===== src/design/entropy_pool_scheduler_assert.svh =====
// assertion macros used by the top-level design file
`ifndef ENTROPY_POOL_SCHEDULER_ASSERT_SVH
`define ENTROPY_POOL_SCHEDULER_ASSERT_SVH

// same-cycle implication
`define EPSC_ASSERT_IMPL(label, clk, rst, ante, cons) \
   label: assert property (@(posedge clk) disable iff (rst) (ante) |-> (cons)) \
      else $error("entropy_pool_scheduler: check failed");

// next-cycle implication
`define EPSC_ASSERT_NEXT(label, clk, rst, ante, cons) \
   label: assert property (@(posedge clk) disable iff (rst) (ante) |=> (cons)) \
      else $error("entropy_pool_scheduler: check failed");

`endif


===== src/design/epsc_pkg.sv =====
package epsc_pkg;

   localparam int NUM_SOURCES = 16;
   localparam int DERIV_ORDER = 16;
   localparam int NUM_POOLS   = 32;

   localparam int SRC_AW  = (NUM_SOURCES > 1) ? $clog2(NUM_SOURCES) : 1;
   localparam int STEP_AW = (DERIV_ORDER > 1) ? $clog2(DERIV_ORDER) : 1;
   localparam int HIST_AW = SRC_AW + STEP_AW;

   localparam int SAMPLE_W   = 32;
   localparam int COUNT_W    = 32;
   localparam int ROUND_W    = 32;
   localparam int POOL_W     = 5;
   localparam int MASK_W     = 32;
   localparam int BYTES_W    = 16;
   localparam int THRESH_W   = 16;
   localparam int MINDIFF_W  = 8;
   localparam int SRCID_W    = 4;
   localparam int CSR_IDX_W  = 1;
   localparam int CSR_DATA_W = 16;

   localparam logic [THRESH_W-1:0]  RESEED_THRESHOLD_RST = 16'd256;
   localparam logic [MINDIFF_W-1:0] MIN_DIFFERENCE_RST   = 8'd2;

   localparam logic [CSR_IDX_W-1:0] CSR_RESEED_THRESHOLD = 1'b0;
   localparam logic [CSR_IDX_W-1:0] CSR_MIN_DIFFERENCE   = 1'b1;

   localparam logic CMD_SAMPLE = 1'b0;
   localparam logic CMD_BYTES  = 1'b1;

   typedef struct packed {
      logic                cmd;
      logic [SRCID_W-1:0]  source_id;
      logic [SAMPLE_W-1:0] sample_value;
      logic [BYTES_W-1:0]  byte_count;
      logic                batch_end;
   } req_type;

   typedef struct packed {
      logic               accepted;
      logic [POOL_W-1:0]  pool_index;
      logic               reseed_now;
      logic [MASK_W-1:0]  pool_mask;
      logic               include_old_key;
      logic [ROUND_W-1:0] round_number;
   } rsp_type;

   // control from the sequencer to the accounting unit
   typedef struct packed {
      logic               upd;
      logic               check;
      logic               is_bytes;
      logic               pass;
      logic [SRC_AW-1:0]  src;
      logic [BYTES_W-1:0] byte_count;
      logic               batch_end;
   } acct_ctl_type;

endpackage


===== src/design/epsc_acct.sv =====
module epsc_acct (
   input  logic                          clock,
   input  logic                          reset,
   input  epsc_pkg::acct_ctl_type        ctl,
   input  logic [epsc_pkg::THRESH_W-1:0] threshold,
   output epsc_pkg::rsp_type             rsp
);

   function automatic logic [epsc_pkg::MASK_W-1:0] drain_mask(
      input logic [epsc_pkg::ROUND_W-1:0] rounds
   );
      logic [epsc_pkg::MASK_W-1:0]  mask;
      logic [epsc_pkg::ROUND_W-1:0] below;
      for (int i = 0; i < epsc_pkg::MASK_W; i++) begin
         below   = (epsc_pkg::ROUND_W'(1) << i) - epsc_pkg::ROUND_W'(1);
         mask[i] = (i < epsc_pkg::NUM_POOLS) && ((rounds & below) == '0);
      end
      return mask;
   endfunction

   logic [epsc_pkg::COUNT_W-1:0] count_ff;
   logic [epsc_pkg::ROUND_W-1:0] rounds_ff;
   logic                         seeded_ff;
   logic [epsc_pkg::POOL_W-1:0]  next_pool_ff [epsc_pkg::NUM_SOURCES];
   logic                         acc_ff;
   logic [epsc_pkg::POOL_W-1:0]  pidx_ff;

   logic [epsc_pkg::POOL_W-1:0]  cur_pool;
   logic [epsc_pkg::POOL_W-1:0]  pool_in;
   logic [epsc_pkg::COUNT_W:0]   add_amt;
   logic [epsc_pkg::COUNT_W:0]   sum;
   logic [epsc_pkg::COUNT_W-1:0] count_in;
   logic                         bump;
   logic                         take;
   logic                         reseed;
   logic [epsc_pkg::ROUND_W-1:0] rounds_in;

   assign cur_pool = next_pool_ff[ctl.src];
   assign pool_in  = (cur_pool == epsc_pkg::POOL_W'(epsc_pkg::NUM_POOLS - 1)) ? '0
                                                                            : cur_pool + 1'b1;
   assign take     = !ctl.is_bytes && ctl.pass;
   assign bump     = ctl.is_bytes || (take && cur_pool == '0);

   // eight counts per external byte, saturating
   assign add_amt  = ctl.is_bytes ? (epsc_pkg::COUNT_W+1)'({ctl.byte_count, 3'b000})
                                  : (epsc_pkg::COUNT_W+1)'(1);
   assign sum      = {1'b0, count_ff} + add_amt;
   assign count_in = sum[epsc_pkg::COUNT_W] ? '1 : sum[epsc_pkg::COUNT_W-1:0];

   assign reseed    = ctl.batch_end && (count_ff >= epsc_pkg::COUNT_W'(threshold));
   assign rounds_in = rounds_ff + 1'b1;

   always_ff @(posedge clock) begin
      if (reset) begin
         count_ff  <= '0;
         rounds_ff <= '0;
         seeded_ff <= 1'b0;
         for (int i = 0; i < epsc_pkg::NUM_SOURCES; i++) begin
            next_pool_ff[i] <= '0;
         end
      end else begin
         if (ctl.upd) begin
            if (bump) begin
               count_ff <= count_in;
            end
            if (take) begin
               next_pool_ff[ctl.src] <= pool_in;
            end
         end
         if (ctl.check && reseed) begin
            rounds_ff <= rounds_in;
            count_ff  <= '0;
            seeded_ff <= 1'b1;
         end
      end
   end

   always_ff @(posedge clock) begin
      if (ctl.upd) begin
         acc_ff  <= ctl.is_bytes || ctl.pass;
         pidx_ff <= take ? cur_pool : '0;
      end
   end

   always_comb begin
      rsp.accepted        = acc_ff;
      rsp.pool_index      = pidx_ff;
      rsp.reseed_now      = reseed;
      rsp.pool_mask       = reseed ? drain_mask(rounds_in) : '0;
      rsp.include_old_key = reseed && seeded_ff;
      rsp.round_number    = reseed ? rounds_in : rounds_ff;
   end

endmodule


===== config.mk =====
export PLATFORM = sky130hd
export DESIGN_NAME = epsc_acct
export DESIGN_NICKNAME = d
export VERILOG_FILES = /design/src/design/entropy_pool_scheduler_assert.svh /design/src/design/epsc_pkg.sv /design/src/design/epsc_acct.sv
export SDC_FILE = /design/constraint.sdc
export NUM_CORES = 1
export LEC_CHECK = 0
export ABC_AREA = 1
export BUFFER_PORTS_ARGS = -buffer_cell sky130_fd_sc_hd__buf_4
export CAP_MARGIN = 15
export CORE_UTILIZATION = 41
export CTS_CLUSTER_DIAMETER = 200
export DETAILED_ROUTE_END_ITERATION = 12
export SLEW_MARGIN = 25
export SYNTH_ARGS = -nofsm -noshare
export SYNTH_HDL_FRONTEND = slang
export SYNTH_SLANG_ARGS = --single-unit

===== constraint.sdc =====
create_clock -name clock -period 2.5 [get_ports clock]
set_clock_uncertainty 0.1 [all_clocks]
set_input_delay 0 -clock clock [delete_from_list [all_inputs] [get_ports clock]]
set_output_delay 0 -clock clock [all_outputs]
set_load 0.02 [all_outputs]

## Word level (Yosys, flattened, before mapping)

Memories as Yosys holds them, arrays and structs flattened.
Cells that the tools add are included.

- Add/sub/neg operators: 3
- Order comparisons: 1
- Equal/unequal tests: 1
- Muxes and demuxes: 14
- Reductions and logical operators: 43

Operators with widths:

| cell | count |
|---|---|
| 32-bit logical NOT | 31 |
| 32-bit 2-to-1 mux | 3 |
| 32-bit by 19-bit adder with 33-bit output | 1 |
| 32-bit by 1-bit adder with 32-bit output, second input constant | 1 |
| 32-bit by 16-bit >= comparator with 1-bit output | 1 |
| 19-bit 2-to-1 mux | 1 |
| 5-bit 2-to-1 mux | 2 |
| 1-bit 2-to-1 mux | 7 |
| 5-bit by 1-bit adder with 5-bit output, second input constant | 1 |
| 5-bit == test, second input constant | 1 |
| 1-bit logical AND | 5 |
| 5-bit logical NOT | 1 |
| 5-bit OR reduction | 1 |
| 4-bit 2-to-1 mux | 1 |
| 1-bit logical OR | 2 |
| 2-bit AND reduction | 1 |
| 2-bit OR reduction | 1 |
| 1-bit logical NOT | 1 |

- Bits in registers: 71
- RAM bits: 80
- Input port bits: 43
- Output and inout bits: 72
- Word-level logic and storage cells: 68
- Memories kept: 1

Memory list:

| memory | words | width | read ports | clocked after memory_dff | wr ports | line | source |
|---|---|---|---|---|---|---|---|
| next_pool_ff | 16 | 5 | 1 | 0 | 16 | epsc_acct.sv:24 | `logic [epsc_pkg::POOL_W-1:0] next_pool_ff [epsc_pkg::NUM_SOURCES];` |

## Logic depth before layout (Yosys ltp)

- Depth after elaboration: 8
- Depth in mapped cells: 20
- Depth with buffers taken out: 18

## Worst setup path after synthesis

No wires, ideal clock.

- Path type: register to output
- Start: reg count_ff[15] (netlist bit)
- End: out rsp[46] (netlist bit)
- Arrival: 2.354 ns
- Required time: 2.400 ns
- Setup slack: 0.046 ns
- Stages on the path, launching flop included: 13
- Path buffers: 1
- Cell sequence: dfxtp_1 -> ha_1 -> nand2_1 -> inv_1 -> nand3_1 -> nor2_1 -> nand3_1 -> nand4_1 -> nand2_1 -> buf_2 -> nor2_1 -> nand2_1 -> nor3_1

RTL lines:

| item | line | source |
|---|---|---|
| from (decl) | epsc_acct.sv:21 | `logic [epsc_pkg::COUNT_W-1:0] count_ff;` |
| from (signal assigned) | epsc_acct.sv:64 | `count_ff <= count_in;` |
| to (decl) | epsc_acct.sv:6 | `output epsc_pkg::rsp_type rsp` |

==> metrics.log <==
[metrics] FFs w/ async S/R, synth: 0%
[metrics] DRT Pass-1 Iters: 7
[metrics] Die Outline Area: 26030 um^2
[metrics] number of rows in the core area: 57
[metrics] Critical Setup Path Class: flip-flop to output pin
[metrics] Levels on crit path: 13
[metrics] hold path cells: 2
[metrics] number of distinct standard cells referenced by the synthesized netlist: 38
[metrics] CTS clock-pin slew for the worst setup and hold paths: roughly 0.070 ns
[metrics] total track usage: a little under a quarter
[metrics] HPWL after detailed placement: ~23000 um
[metrics] Worst path max stage delay: 0.36 ns
[metrics] min-delay worst type: input port to flip-flop
[metrics] Reg2Reg Depth: 14
[metrics] Peak supply drop: 0.4062 mV
[metrics] total number of nets in the final design: ~1900
[metrics] Starting Density: 42.31%
[metrics] Routability Congestion: between 0.9 and 1
[metrics] setup repair after global routing missed its margin: true
[metrics] sequential share of the synthesized area: between 30% and 40%
[metrics] Setup-failing EPs final: 62
[metrics] clk_lat worst skew: between 0.4 and 0.5 ns
[metrics] post-synthesis area per instance: 6.597 um^2
[metrics] minimum clock period: 2.756 ns
[metrics] Port Buf Inserts: 114
[metrics] initial antenna violation count: 0
[metrics] overflow left after global routing: 0
[metrics] Relative slew margins: around two fifths
[metrics] Primary FF master, synth: edfxtp_1
[metrics] max-cap violation count: 0
[metrics] post-detailed-route DRC marker count: 0
[metrics] number of storage elements in the synthesis netlist: ~150
[metrics] top-level I/O count: 115
[metrics] root buf cell: clkbuf_16
[metrics] critical-path maximum fanout: 6
[metrics] Critical Path Most Common Cell: nand2_4
[metrics] starting DRC count in detailed routing: 837
[metrics] number of synthesized flops with an enable pin: 86
[metrics] layout overhead on the synthesized area: 36.13%
[metrics] core box area: roughly 25000 um^2
[metrics] final worst setup slack: -0.2560 ns
[metrics] average wire per cell in the routed design: 15.21 um
[metrics] Max Clock Freq: about 0.36 GHz
[metrics] level count of the clock H-tree: 4
[metrics] count of vias placed by the detailed router: about 11000
[metrics] final number of max-transition violations: 0
[metrics] number of cells produced by synthesis: between 1500 and 2000
[metrics] total wire length: 32230 um
[metrics] violations in the final reports: negative setup slack
[metrics] most common cell after layout, fill and taps aside: nand2_1
[metrics] critical path capture point type: output pin
[metrics] Arrival @ worst endpoint: around 2.7 ns
[metrics] width of the die: about 160 um
[metrics] height of the chip: between 150 and 200 um
[metrics] Avg Vias per Cell: ~5.0
[metrics] power density over cell area: about 500 nW/um^2
[metrics] via count of the first global-routing pass: roughly 10000
[metrics] buffers and inverters on the worst path: 3
[metrics] nets in the synthesized netlist: roughly 1700
[metrics] required time at the worst-slack endpoint: between 2 and 2.5 ns
[metrics] setup tns final: -8.050 ns
[metrics] post-route ant nets: 0
[metrics] largest net degree at the start of global routing: 32
[metrics] total CTS buffers: 17
[metrics] leading cell types in the layout, fill and taps excluded: nand2_1, nor2_1, inv_1
[metrics] post-synthesis instance area: 10410 um^2
[metrics] static leakage: about 6.6 nW
[metrics] first-pass GRT wire length: 49560 um
[metrics] setup slack of the most critical reg-to-reg path: ~0.050 ns
[metrics] final hold violation count: 0
[metrics] final core area utilization: between 50% and 60%
[metrics] slowest stage cell on the critical path: dfxtp_4
[metrics] run status: finished with violations
[metrics] clock buffer depth: 2
[metrics] clock tree from TritonCTS: done
[metrics] Synth Warn #: 0
[metrics] cell type group with the largest total delay on the critical path: simple AND/OR/NAND/NOR gates
[metrics] list of cells traversed by the critical path: ha_4 > nand2_4 > o21a_1 > nand2_1 > nand2_1 > nand4_1 > nand2_4 > buf_12 > nor2_4 > buf_4 > nand2_4 > nor3_2 > buf_4
[metrics] ratio of final minimum period to clock period: 110.2%
[metrics] share of final-layout standard cells stronger than drive strength 1: about a quarter
[metrics] total clock sinks: 151
[metrics] Slew @ Worst Pin: 0.9042 ns
[metrics] ANT cells: 0
[metrics] kind of start point of the critical path: flip-flop
-- flip-flops by register name, indices dropped and copies added, names as in the netlist --
register      flops
pidx_ff           5
seeded_ff         1
acc_ff            1
count_ff         32
rounds_ff        32
next_pool_ff     80
-- what timing repair did --
item,in CTS,in global routing
resized for setup,118,187
setup buffers,16,12
endpoints found under the hold margin,22,0
hold buffers,5,0
endpoints found under the setup margin,64,174
pin swaps,12,40
cloned,2,7
-- Yosys cell counts (4+ instances only) --
cell type | n | area share, %
nand2_1 | 565 | 20
nor2_1 | 261 | 9.4
inv_1 | 192 | 6.9
edfxtp_1 | 86 | 25
a21oi_1 | 68 | 3.3
dfxtp_1 | 65 | 13
nand3_1 | 60 | 2.9
o21ai_0 | 52 | 2.5
ha_1 | 40 | 4.8
xor2_1 | 25 | 2.1
nor3_1 | 21 | 1.0
clkbuf_1 | 18 | 0.65
nand4_1 | 17 | 1.0
a22oi_1 | 14 | 1.0
buf_2 | 12 | 0.58
buf_6 | 8 | 0.87
nor2_2 | 8 | 0.48
buf_4 | 7 | 0.50
nand2_2 | 6 | 0.36
nand3b_1 | 6 | 0.43
nand3_2 | 5 | 0.48
nor2_4 | 5 | 0.54
inv_2 | 4 | 0.14
o21bai_1 | 4 | 0.29
xnor2_1 | 4 | 0.34
-- power by group --
| part | internal, mW | leakage (nW) | total (mW) | switching [mW] |
|---|---|---|---|---|
| registers | 2.73 | 1.43 | 2.81 | 0.0766 |
| clock network | 1.35 | 0.294 | 2.60 | 1.25 |
| logic | 0.715 | 4.88 | 1.73 | 1.02 |
| total | 4.80 | 6.61 | 7.14 | 2.34 |
-- stage by stage --
step	hold slack (ns)	cell area, um^2	worst slack, ns	power [mW]	instances
floorplan	0.01250	10410	0.04637	3.650	1578
global placement	0.1876	12070	0.08120	4.162	2046
detailed placement	0.1791	12070	0.03391	4.169	2046
CTS	0.01009	13320	-0.2438	6.963	2100
global route	0.03600	14170	-0.3831	7.463	2119
finish	0.03406	14170	-0.2560	7.143	2119
-- path summary, 6_finish.rpt --
check                                         from                         end
setup / recovery          count_ff[7]$_SDFFE_PP0P_                     rsp[51]
hold / removal                             ctl[24]    pidx_ff[1]$_SDFFCE_PN0P_
setup reg to reg  next_pool_ff[7][0]$_SDFFCE_PN0P_   count_ff[29]$_SDFFE_PP0P_
hold reg to reg         rounds_ff[30]$_SDFFE_PP0P_  rounds_ff[30]$_SDFFE_PP0P_
-- layer usage --
metal,track usage [%],vias to the layer above,share of wire [%]
met5,0,-,0
li1,-,5390,-
met2,39.54,354,47
met3,3.390,22,6.3
met1,33.26,4914,46
met4,5.060,0,0.86
-- worst reg2reg max path, delay by kind of cell, from the launching register on --
kind                       cells  cell delay, ns
buffers and inverters          3            0.42
and+or+nand+nor                8            0.82
DFF                            1            0.39
AOI/OAI and AO/OA              2            0.43
adders and majority gates      1            0.18
-- cell type report --
cell class / count / area [um^2]
timing repair buffer: 234 / 2176
sequential: 151 / 3924
inverter: 199 / 762.0
multi-input combinational: 1179 / 6312
tap: 324 / 405.4
clock inverter: 15 / 166.4
clock buffer: 17 / 425.4
fill: 2334 / 10430
-- kinds of logic after synthesis --
logic type	after synthesis	synth area share, %
adder cells (fa/ha/maj)	40	4.808
AO/OA/AOI/OAI	147	7.728
flip-flops	151	37.31
buffers and inverters	248	10.02
AND/OR/NAND/NOR	963	37.69
XOR/XNOR	29	2.440
Power figures use the tool's default switching activity.
